$ cat src/spfs_pkg.sv
// Shared types and constants for the smallest-prime-factor sieve unit.
// No dependencies; imported by spfs_div, the top level and the testbench.
package spfs_pkg;

    // Fixed port widths
    localparam int DATA_W     = 16;
    localparam int CMD_W      = 2;
    localparam int STATUS_W   = 2;

    // Parameter defaults
    localparam int MAX_LIMIT_DEF   = 65535;
    localparam int PRIME_SLOTS_DEF = 8192;

    // Factor chain storage
    localparam int FACTOR_CAP = 16;
    localparam int NW         = $clog2(FACTOR_CAP + 1);
    localparam int CIW        = $clog2(FACTOR_CAP);

    // Divider step counter width
    localparam int DIV_CNT_W  = $clog2(DATA_W + 1);

    // Command codes
    localparam logic [CMD_W-1:0] CMD_BUILD = 2'd0;
    localparam logic [CMD_W-1:0] CMD_SPF   = 2'd1;
    localparam logic [CMD_W-1:0] CMD_FACT  = 2'd2;
    localparam logic [CMD_W-1:0] CMD_PRIME = 2'd3;

    // Status codes
    localparam logic [STATUS_W-1:0] ST_OK      = 2'd0;
    localparam logic [STATUS_W-1:0] ST_INVALID = 2'd1;
    localparam logic [STATUS_W-1:0] ST_RANGE   = 2'd2;
    localparam logic [STATUS_W-1:0] ST_EMPTY   = 2'd3;

    // Divider request and response
    typedef struct packed {
        logic              start;
        logic [DATA_W-1:0] dividend;
        logic [DATA_W-1:0] divisor;
    } div_req_t;

    typedef struct packed {
        logic              done;
        logic [DATA_W-1:0] quotient;
        logic [DATA_W-1:0] remainder;
    } div_rsp_t;

endpackage

$ cat src/spfs_div.sv
// Bit-serial restoring divider, one quotient bit per cycle.
// Depends on spfs_pkg (div_req_t, div_rsp_t, DATA_W).
module spfs_div (
    input  logic               clk,
    input  logic               rst_n,
    input  spfs_pkg::div_req_t req,
    output spfs_pkg::div_rsp_t rsp
);
    import spfs_pkg::*;

    logic                 busy_reg, busy_next;
    logic                 done_reg, done_next;
    logic [DIV_CNT_W-1:0] cnt_reg, cnt_next;
    logic [DATA_W-1:0]    rem_reg, rem_next;
    logic [DATA_W-1:0]    quo_reg, quo_next;
    logic [DATA_W-1:0]    dvs_reg, dvs_next;
    logic [DATA_W:0]      shifted;
    logic [DATA_W:0]      trial;
    logic                 fits;

    // Trial subtract of the shifted partial remainder
    assign shifted = {rem_reg, quo_reg[DATA_W-1]};
    assign trial   = shifted - {1'b0, dvs_reg};
    assign fits    = !trial[DATA_W];

    // Load on start, then one step per cycle
    always_comb
    begin
        busy_next = busy_reg;
        done_next = 1'b0;
        cnt_next  = cnt_reg;
        rem_next  = rem_reg;
        quo_next  = quo_reg;
        dvs_next  = dvs_reg;
        if (req.start)
        begin
            busy_next = 1'b1;
            cnt_next  = DIV_CNT_W'(DATA_W);
            rem_next  = '0;
            quo_next  = req.dividend;
            dvs_next  = req.divisor;
        end
        else if (busy_reg)
        begin
            rem_next = fits ? trial[DATA_W-1:0] : shifted[DATA_W-1:0];
            quo_next = {quo_reg[DATA_W-2:0], fits};
            cnt_next = cnt_reg - DIV_CNT_W'(1);
            if (cnt_reg == DIV_CNT_W'(1))
            begin
                busy_next = 1'b0;
                done_next = 1'b1;
            end
        end
    end

    always_ff @(posedge clk or negedge rst_n)
    begin
        if (!rst_n)
        begin
            busy_reg <= 1'b0;
            done_reg <= 1'b0;
            cnt_reg  <= '0;
        end
        else
        begin
            busy_reg <= busy_next;
            done_reg <= done_next;
            cnt_reg  <= cnt_next;
        end
    end

    always_ff @(posedge clk)
    begin
        rem_reg <= rem_next;
        quo_reg <= quo_next;
        dvs_reg <= dvs_next;
    end

    assign rsp.done      = done_reg;
    assign rsp.quotient  = quo_reg;
    assign rsp.remainder = rem_reg;

endmodule

$ cat config.mk
export PLATFORM = sky130hd
export DESIGN_NAME = spfs_div
export DESIGN_NICKNAME = d
export VERILOG_FILES = /design/src/spfs_pkg.sv /design/src/spfs_div.sv
export SDC_FILE = /design/constraint.sdc
export NUM_CORES = 1
export LEC_CHECK = 0
export BUFFER_PORTS_ARGS = -buffer_cell sky130_fd_sc_hd__buf_2
export CAP_MARGIN = 20
export CELL_PAD_IN_SITES_DETAIL_PLACEMENT = 1
export CELL_PAD_IN_SITES_GLOBAL_PLACEMENT = 2
export CORE_UTILIZATION = 31
export CTS_CLUSTER_SIZE = 25
export DETAILED_ROUTE_END_ITERATION = 10
export PLACE_DENSITY = 0.75
export SYNTH_ARGS = -nofsm -noshare
export SYNTH_HDL_FRONTEND = slang
export SYNTH_SLANG_ARGS = --single-unit
$ cat constraint.sdc
create_clock -name clk -period 2.3 [get_ports clk]
set_input_delay 0.115 -clock clk [delete_from_list [all_inputs] [get_ports clk]]
set_output_delay 0.115 -clock clk [all_outputs]
set_load 0.05 [all_outputs]
# ---- Word-level counts from Yosys, hierarchy flattened
# Cells that the tools add are included.
dict set report totals {
  register_bits 55
  elab_cells 22
}
dict set report classes {
  add_sub_neg 2
  eq_ne 1
  n_mux 11
  n_reduce_logical 2
}
# operator n
set ops {}
lappend ops {{2-to-1 mux 16 bit} 3}
lappend ops {{subtractor 17 x 16 -> 17 bit} 1}
lappend ops {{2-to-1 mux 5 bit} 2}
lappend ops {{2-to-1 mux 1 bit} 6}
lappend ops {{== test 5 x 1 -> 1 bit (second input constant)} 1}
lappend ops {{subtractor 5 x 1 -> 5 bit (second input constant)} 1}
lappend ops {{nonzero test 2 bit} 1}
lappend ops {{zero test 1 bit} 1}

# ---- Logic depth before layout (Yosys ltp)
# Gate-level depths: netlist (run 1).
dict set report logic_depth {
  word_depth 4
  mapped_depth 11
}

# ---- Least setup slack after synthesis (run 1)
# OpenSTA, ideal clock, no wires.
dict set report synth_timing {
  kind {reg-to-reg}
  from {register quo_reg[15]}
  to {register quo_reg[0], data pin}
  setup_time_ps 260
  arrival_time_ps 2528
  setup_slack_ps -488
  stages_incl_launch_ff 11
  n_path_buf 1
  period_less_slack_ps 2788
  cell_sequence {edfxtp_1 > inv_1 > ha_1 > fa_1 > nand2b_1 > a21oi_2 > o211ai_2 > o21ai_2 > xor2_2 > buf_4 > mux2_2}
}
dict set report synth_via {
  elab_chain_cells 4
}
# element line
set synth_lines {}
lappend synth_lines {{start, declared} spfs_div.sv:15} ;# logic [DATA_W-1:0] quo_reg, quo_next;
lappend synth_lines {{start signal, assigned} spfs_div.sv:75} ;# quo_reg <= quo_next;
lappend synth_lines {{subtractor 17 x 16 -> 17 bit} spfs_div.sv:23} ;# assign trial = shifted - {1'b0, dvs_reg};
lappend synth_lines {{zero test 1 bit} spfs_div.sv:24} ;# assign fits = !trial[DATA_W];
lappend synth_lines {{2-to-1 mux 16 bit} spfs_div.sv:43} ;# else if (busy_reg)
lappend synth_lines {{2-to-1 mux 16 bit} spfs_div.sv:35} ;# if (req.start)
lappend synth_lines {{net quo_next[0]} spfs_div.sv:15}
# The timed path passes the listed nets, and every way through them passes these cells. The select of a mux whose other input is x is not followed.
# A chain may end at the register's enable or synchronous reset.

# ---- Worst setup path after layout (run 1)
dict set report layout_timing {
  from {register dvs_reg[0]}
  to {register rem_reg[2]}
}
dict set report layout_via {
  elab_chain_cells 2
}
# element line
set layout_lines {}
lappend layout_lines {{start, declared} spfs_div.sv:16} ;# logic [DATA_W-1:0] dvs_reg, dvs_next;
lappend layout_lines {{start signal, assigned} spfs_div.sv:76} ;# dvs_reg <= dvs_next;
lappend layout_lines {{subtractor 17 x 16 -> 17 bit} spfs_div.sv:23}
lappend layout_lines {{2-to-1 mux 16 bit} spfs_div.sv:45} ;# rem_next = fits ? trial[DATA_W-1:0] : shifted[DATA_W-1:0];
lappend layout_lines {{end signal, assigned} spfs_div.sv:74} ;# rem_reg <= rem_next;
lappend layout_lines {{end, declared} spfs_div.sv:14} ;# logic [DATA_W-1:0] rem_reg, rem_next;
# Every way passes these cells.

==> run summary, run 1 <==
Hold wc startpoint = req[31]
Maximum vdd drop = 348 uV
Crit Path Category = reg -> reg
RSZ-0062 raised after global routing = true
Final WS setup = -0.115 ns
CTS tree = built
Slew Viols, Final = 0
Sequential element share of the synthesized area = 48.9%
Iter 0 DRT Violations = 50
Critical path peak fanout = 9
Class of the worst hold path = in -> reg
DIE AREA = 10000 um2
Synth top area cells = edfxtp_1 32%, dfxtp_1 11%, ha_1 7.6%
Netlist cell types = 47
IO Count = 68
CP startpoint = dvs_reg[0]$_DFFE_PP_
Wire per inst = 14.2 um
Crit path required time = 2.52 ns
Row Count = 35
Total core area = 9280 um2
Crit path time final = 2.41 ns
Leakage power = 1.79 nW
CTS Buffer Depth = 2
Quantity of I/O buffers inserted on ports = 67
Number of antenna violations at the first check in global routing = 0
Vias = 2369
Top-area cell type share of the netlist area = 32.3%
Synth Warn # = 0
Clk_skew = 0.00815 ns
Largest net degree at the start of global routing = 39
Fmax = 0.414 GHz
Slew margin rel. = 59.4%
Fin nets = 431
Crit-path slowest cell = edfxtp_1
Clk root buf = clkbuf_8
GRT Overall Usage = 15.2%
Global route overflow = 0
Skew-Pair Late Insertion Delay = 0.31 ns
Initial Utilization = 32.1%
CTS Sinks = 55
Clock-pin slew on the worst setup and hold paths = 0.10 ns
Vias in the first global route = 2465
Final setup violation count = 15
Worst slew pin tran = 0.608 ns
GP Congestion = 0.766
Cell Count Post-Placement = 481
Async S/R FF share, synth = 12.7%
Vias per cell = 4.67
Top FF cell, synth = edfxtp_1
DP HPWL = 5.39 mm
Final worst path period share = 105%
CTS buffer count = 5
H-tree depth = 2
Crit-path cells = ha_2, fa_2, nand2b_4, a21oi_4, o211ai_2, o21ai_2, xor2_2, buf_6, mux2i_1, a211oi_1
Area Overhead vs Synth = 32.3%
Syn Inst Count = 267
Number of detailed-route iterations in the first pass = 5
Synth Area per Inst = 11.2 um2
Total Routed Length = 7.20 mm
First-pass GRT wire length = 12.0 mm
Slowest stage delay, CP = 0.40 ns
Die X = 100 um
Max Cap Violations = 0
Yosys top cell by area = edfxtp_1
Core Util, Final = 42.4%
Post-route ant nets = 0
Share of layout cells above drive strength 1 = 34.7%
Synthesized area = 2980 um2
Final hold vios = 0
Power Density = 1180 nW/um2
Syn nets = 321
Crit path DAT = 2.63 ns
Die Y = 100 um
Failing checks = setup timing
Worst R2R Start = dvs_reg[0]$_DFFE_PP_
Worst Setup End Kind = flop
Inserted Diodes = 0
CP Launch Type = flop
#FFs+latches synth = 55
FF-to-FF setup slack = -0.11 ns
Outcome = finished with violations
Number of synthesized flops with an enable pin = 32
DRC violations left = 0
Fin cells = 507
## synthesized netlist by cell type (5+ instances only)
library cell and number:
o21ai_0 10, inv_1 21, dfxtp_1 16, nand2_1 19, xor2_1 6, clkbuf_1 7, nor2_1 17, dfrtp_1 7
a21oi_1 12, edfxtp_1 32, nand2b_1 5, mux2_2 16, a211oi_1 9, mux2i_1 12, xnor2_1 11, ha_1 18
## final cells by class
class                   instances  area, um2
clock inverters                 2       12.5
repair buffers                113        731
clock buffers                   6       72.6
inverters                      21       78.8
flip-flops and latches         55       1460
well taps                     129        161
fillers                      1091       5350
multi-input cells             181       1430
## cells by family (layout without fill, tap and decap cells)
logic type | Yosys count | after routing | share of synthesized area (%)
compound gates | 58 | 58 | 13.4
flops | 55 | 55 | 48.9
buf+inv | 31 | 142 | 4.41
xor+xnor | 18 | 18 | 5.55
mux | 28 | 28 | 10.1
simple gates | 58 | 58 | 9.41
fa+ha+maj | 19 | 19 | 8.24
## path summary, 6_finish.rpt
| check | to | cells after the start |
|---|---|---|
| hold reg to reg | cnt_reg[4]$_DFFE_PN0P_ | 2 |
| setup / recovery | rem_reg[2]$_SDFFE_PP0P_ | 10 |
| setup reg to reg | rem_reg[2]$_SDFFE_PP0P_ | 10 |
| min in group asynchronous | cnt_reg[2]$_DFFE_PN0P_ | 2 |
| hold / removal | quo_reg[15]$_DFFE_PP_ | 2 |
| max in group asynchronous | done_reg$_DFF_PN0_ | 2 |
## per-layer routing
| metal | GRT usage [%] | routed length [um] | up-vias |
|---|---|---|---|
| met5 | 0 | 0 | - |
| met4 | 2.68 | 31 | 0 |
| met3 | 2.44 | 180 | 2 |
| met2 | 26.2 | 3540 | 35 |
| met1 | 20.3 | 3450 | 1157 |
| li1 | - | - | 1175 |
## through the flow
| step | setup WS (ns) | power, mW | cell area (um2) | setup TNS [ns] | hold slack (ns) |
|---|---|---|---|---|---|
| final | -0.115 | 4.65 | 3940 | -1.09 | 0.0996 |
| after global routing | -0.270 | 4.99 | 3940 | -3.62 | 0.0870 |
| after CTS | -0.171 | 4.65 | 3890 | -1.86 | 0.00243 |
| after detailed placement | -0.153 | 4.06 | 3640 | -1.52 | -0.0358 |
| after global placement | -0.0351 | 4.02 | 3640 | -0.250 | -0.0407 |
| after floorplan | -0.341 | 3.33 | 2990 | -5.24 | -0.181 |
## where the power goes
group	internal (mW)	switching, mW	leakage [nW]
Sequential	1.29	0.155	0.542
Combinational	1.09	1.58	1.21
Clock	0.214	0.332	0.0412
## cells in the final DEF, fill, tap and decap left out, types with 3 or more instances in the layout
cell type,Yosys,final
clkbuf_8,0,5
a211oi_1,9,8
nand2b_1,5,4
nor2b_1,3,3
xor2_1,6,6
a31oi_1,3,3
mux2i_1,12,11
buf_2,0,67
o21bai_1,3,3
edfxtp_1,32,32
a21oi_1,12,12
inv_1,21,21
nor2_1,17,17
o21ai_0,10,7
and2_1,3,3
dlygate4sd3_1,0,17
dfrtp_1,7,7
xnor2_1,11,11
o21ai_1,0,3
nand2_1,19,19
mux2_2,16,16
a21o_1,4,4
nor3_1,3,3
ha_1,18,17
dfxtp_1,16,15
buf_4,2,27
## worst max-delay path: cells and delay by family (launching register included)
family          cells  cell delay, ns
mux                 1            0.09
flops               1            0.40
buf+inv             1            0.20
xor+xnor            1            0.20
compound gates      4            0.69
fa+ha+maj           2            0.56
simple gates        1            0.16
## timing repair
action / CTS / global route
cloned: 0 / 0
hold buffers: 16 / 1
pin swaps: 0 / 5
setup endpoints to repair: 17 / 17
setup buffers: 0 / 2
resized for setup: 0 / 7
endpoints found under the hold margin: 22 / 1
No activity file was read; power rests on OpenSTA's default activity.
==> run 2, diff against run 1 <==
- CELL_PAD_IN_SITES_DETAIL_PLACEMENT: 1 -> not set
- CELL_PAD_IN_SITES_GLOBAL_PLACEMENT: 2 -> not set
- CORE_UTILIZATION: 31 -> 49
==> run 2 against run 1 <==
  * The flow still finishes with violations (setup timing)
  * Sequential power is essentially flat
  * Flip-flop and latch count is the same
  * Largest cell class unchanged
  * Worst setup slack gained 0.022 ns
  * Utilization grew 23 points
==> run summary, run 2 (synthesis gave the netlist of run 1 again) <==
Switching share of power = 42.7%
Class of the worst hold path = in -> reg
CTS buffer count = 5
Slew Viols, Final = 0
Fmax = 0.418 GHz
H-tree depth = 2
Wire per inst = 13.6 um
Pwr Total = 4.71 mW
Fin nets = 425
Die X = 80.0 um
Most common cell after layout, fill and taps aside = buf_2
Slew margin rel. = 56.5%
Total Routed Length = 6.09 mm
Final setup violation count = 12
Maximum vdd drop = 604 uV
Clock-pin slew on the worst setup and hold paths = 0.10 ns
GP Congestion = 0.841
DRC violations left = 0
Crit path DAT = 2.59 ns
CTS Buffer Depth = 2
Iter 0 DRT Violations = 91
Failing checks = setup timing
Post-route ant nets = 0
Top delay family on crit path = adder cells
IO Count = 68
First-pass GRT wire length = 10.1 mm
RSZ-0062 raised after global routing = true
Hold wc startpoint = req[28]
Die Y = 80.0 um
Worst slew pin tran = 0.651 ns
CTS Sinks = 55
Vias in the first global route = 2255
Clk_skew = 0.00620 ns
Skew-Pair Late Insertion Delay = 0.31 ns
Worst Path Buf+Inv = 1
Share of layout cells above drive strength 1 = 33.6%
Post-CTS Setup Bufs = 0
Final hold vios = 0
CTS tree = built
Crit path time final = 2.39 ns
Crit-path slowest cell = edfxtp_1
Flop pwr share = 30.7%
CP startpoint = dvs_reg[0]$_DFFE_PP_
Outcome = finished with violations
Initial Utilization = 50.6%
Clk pwr share = 14.5%
Internal = 2.70 mW
Crit-path cells = ha_4, fa_2, nand2b_4, a21oi_4, o211ai_2, o21ai_2, xor2_2, buf_4, mux2i_1, a211oi_2
DIE AREA = 6390 um2
Crit path required time = 2.50 ns
Inserted Diodes = 0
Number of antenna violations at the first check in global routing = 0
Comb pwr share = 54.8%
Final worst path period share = 104%
Global route overflow = 0
Worst R2R Start = dvs_reg[0]$_DFFE_PP_
Largest net degree at the start of global routing = 32
CP Launch Type = flop
Quantity of I/O buffers inserted on ports = 67
Total core area = 5890 um2
Critical path peak fanout = 5
Number of detailed-route iterations in the first pass = 4
Vias per cell = 5.23
Power Density = 1220 nW/um2
Max Cap Violations = 0
Final WS setup = -0.0922 ns
Core Util, Final = 65.8%
Commonest non-fill, non-tap cells in the layout = 67 x buf_2, 32 x edfxtp_1, 22 x buf_4
Leakage power = 1.79 nW
Area Overhead vs Synth = 30.0%
Vias = 2340
DP HPWL = 4.46 mm
GRT Overall Usage = 20.7%
Clk root buf = clkbuf_8
Row Count = 28
Crit Path Category = reg -> reg
Slowest stage delay, CP = 0.42 ns
Switching pwr = 2.01 mW
Worst Setup End Kind = flop
## run 2: power groups by stage
stage / clock (mW) / sequential (mW) / combinational, mW
after global placement: 0 / 1.46 / 2.49
after floorplan: 0 / 2.03 / 1.30
after CTS: 0.699 / 1.45 / 2.58
final: 0.685 / 1.45 / 2.58
after detailed placement: 0 / 1.46 / 2.53
after global routing: 0.738 / 1.48 / 2.80
## run 2: final timing paths
check	end	slack [ns]	cells past startpoint
min in group asynchronous	cnt_reg[2]$_DFFE_PN0P_	0.15	2
max reg2reg	rem_reg[2]$_SDFFE_PP0P_	-0.09	10
max in group asynchronous	done_reg$_DFF_PN0_	1.99	2
min reg2reg	rem_reg[7]$_SDFFE_PP0P_	0.54	2
min	quo_reg[12]$_DFFE_PP_	0.1	2
max	rem_reg[2]$_SDFFE_PP0P_	-0.09	10
## run 2: routing by layer
| layer | global-route usage [%] | vias to the layer above | wire length, um |
|---|---|---|---|
| li1 | - | 1167 | - |
| met2 | 36.9 | 45 | 3050 |
| met3 | 5.26 | 8 | 235 |
| met4 | 4.46 | 0 | 69 |
| met5 | 0 | - | 0 |
| met1 | 25.0 | 1120 | 2730 |
## run 2: timing repair
action                                  in CTS  in global routing
endpoints found under the setup margin      13                 17
resized for setup                            1                  4
hold buffers                                17                  0
endpoints found under the hold margin       23                  0
pin swaps                                    2                  0
## run 2: cell type report
type	instances	area, um2
Tap cell	75	93.8
Timing Repair Buffer	107	691
Clock buffer	6	82.6
Inverter	21	78.8
Multi-Input combinational cell	181	1430
Clock inverter	2	38.8
Fill cell	477	2020
Sequential cell	55	1460
## run 2: metrics by stage
| step | instance area, um2 | instances | setup TNS [ns] | hold WS [ns] | setup slack [ns] |
|---|---|---|---|---|---|
| 2_1_floorplan | 2990 | 267 | -5.24 | -0.181 | -0.341 |
| 5_1_grt | 3870 | 447 | -2.23 | 0.0795 | -0.206 |
| 3_3_place_gp | 3550 | 422 | 0 | -0.0441 | 0.0152 |
| 6_report | 3870 | 447 | -0.453 | 0.0978 | -0.0922 |
| 3_5_place_dp | 3550 | 422 | -0.335 | -0.0449 | -0.0468 |
| 4_1_cts | 3850 | 447 | -0.463 | 0.0968 | -0.0590 |
==> run 3, diff against run 2 <==
- RECOVER_POWER: not set -> 25
- SKIP_LAST_GASP: not set -> 1
==> run 3 against run 2 <==
  * The run still ends with setup timing left
  * Maximum frequency up 0.68%
  * Clock-buffer cell count did not move
  * Die area unchanged
  * Total power down 0.12%
  * First-iteration DRC count up 7.7%
  * Critical endpoint unchanged
  * Largest cell class unchanged
  * Highest routed layer unchanged
==> run summary, run 3 (synthesis gave the netlist of run 1 again) <==
CTS Buffer Depth = 2
Max Cap Violations = 0
Maximum vdd drop = 605 uV
Crit Path Category = reg -> reg
Worst Setup End Kind = flop
Slew Viols, Final = 0
Total core area = 5890 um2
Post-route ant nets = 0
Fmax = 0.421 GHz
Max Used Layer = met4
DRC violations left = 0
Final setup violation count = 12
Vias per cell = 5.22
Total Routed Length = 6.05 mm
Power Density = 1220 nW/um2
CP Launch Type = flop
Leakage power = 1.78 nW
Pre-CTS WS = -0.0468 ns
Cell Count Post-Placement = 422
DP Area = 3550 um2
Crit path required time = 2.50 ns
CTS buffer count = 5
Fillers = 483
Critical path peak fanout = 5
Vias in the first global route = 2259
Met3 routed WL = 214 um
Commonest non-fill, non-tap cells in the layout = 65 x buf_2, 32 x edfxtp_1, 21 x inv_1, 21 x buf_4, 19 x nand2_1
Number of antenna violations at the first check in global routing = 0
Hold_ws = 0.0974 ns
Most common cell after layout, fill and taps aside = buf_2
CTS tree = built
Area Overhead vs Synth = 29.6%
Fin cells = 447
Crit path DAT = 2.57 ns
GRT Overall Usage = 20.7%
Clock-pin slew on the worst setup and hold paths = 0.10 ns
Outcome = finished with violations
Row Count = 28
Failing checks = setup timing
Iter 0 DRT Violations = 98
Clk root buf = clkbuf_8
RSZ-0062 raised after global routing = true
Die X = 80.0 um
Skew-Pair Late Insertion Delay = 0.31 ns
DIE AREA = 6390 um2
GP Congestion = 0.841
Final instance area = 3860 um2
Clk_skew = 0.00745 ns
Worst slew pin tran = 1.19 ns
DP HPWL = 4.46 mm
Number of detailed-route iterations in the first pass = 4
Vias = 2335
Slew margin rel. = 20.6%
Pwr Total = 4.70 mW
H-tree depth = 2
Initial Utilization = 50.6%
Wire per inst = 13.5 um
CTS Sinks = 55
Quantity of I/O buffers inserted on ports = 67
Post-CTS Setup Bufs = 0
Final WS setup = -0.0761 ns
Crit path time final = 2.38 ns
Largest net degree at the start of global routing = 32
Die Y = 80.0 um
Share of layout cells above drive strength 1 = 32.8%
Met2 routed WL = 3.04 mm
IO Count = 68
Inserted Diodes = 0
First-pass GRT wire length = 10.1 mm
Class of the worst hold path = in -> reg
Final hold vios = 0
Met1 WL = 2.74 mm
Global route overflow = 0
Fin nets = 425
Final worst path period share = 103%
run 3: cell types whose count changed in the layout (fill, tap and decap cells not counted), sizes merged:
cell,previous run,this run
clkbuf,6,9
buf,90,87
run 3: timing repair:
item	4_1_cts	5_1_grt
endpoints found under the hold margin	23	0
gates cloned	0	0
setup endpoints to repair	13	17
gates resized for setup	1	3
pin swaps	0	0
hold buffers	17	0
run 3: worst max-delay path, cell delays in order, from the launching register on:
cell,delay [ns]
edfxtp_1,0.35
inv_1,0.06
ha_2,0.18
fa_2,0.34
nand2b_4,0.16
a21oi_4,0.15
o211ai_2,0.10
o21ai_2,0.17
xor2_2,0.22
buf_4,0.20
mux2i_1,0.24
a211oi_2,0.09
run 3: path summary, 6_finish.rpt:
| path | from | end | slack (ns) | cells after the start |
|---|---|---|---|---|
| hold reg to reg | rem_reg[7]$_SDFFE_PP0P_ | rem_reg[7]$_SDFFE_PP0P_ | 0.53 | 2 |
| hold / removal | req[28] | quo_reg[12]$_DFFE_PP_ | 0.1 | 2 |
| setup reg to reg | quo_reg[15]$_DFFE_PP_ | rem_reg[2]$_SDFFE_PP0P_ | -0.08 | 11 |
| min in group asynchronous | rst_n | cnt_reg[2]$_DFFE_PN0P_ | 0.22 | 2 |
| setup / recovery | quo_reg[15]$_DFFE_PP_ | rem_reg[2]$_SDFFE_PP0P_ | -0.08 | 11 |
| max in group asynchronous | rst_n | done_reg$_DFF_PN0_ | 1.81 | 2 |
run 3: report_power, final:
part / internal, mW / total (mW) / switching [mW]
Clock: 0.359 / 0.686 / 0.327
Combinational: 1.05 / 2.58 / 1.52
Sequential: 1.29 / 1.44 / 0.157
run 3: metal layers:
layer | up-vias | track usage, %
met4 | 0 | 4.46
li1 | 1169 | -
met5 | - | 0
met1 | 1117 | 25.0
met3 | 5 | 5.26
met2 | 44 | 36.9
run 3: stage by stage:
step | TNS [ns] | utilization (%)
3_5_place_dp | -0.335 | 60.4
5_1_grt | -2.26 | 65.6
2_1_floorplan | -5.24 | -
6_report | -0.333 | 65.6
3_3_place_gp | 0 | 60.4
4_1_cts | -0.503 | 65.4
run 3: area by class of cell:
type                    instances  area, um2  area share, %
clock buffers                   6       82.6           2.14
clock inverters                 2       38.8           1.01
inverters                      21       78.8           2.04
multi-input cells             181       1420           36.9
flip-flops and latches         55       1460           37.7
well taps                      75       93.8           2.43
repair buffers                107        684           17.7
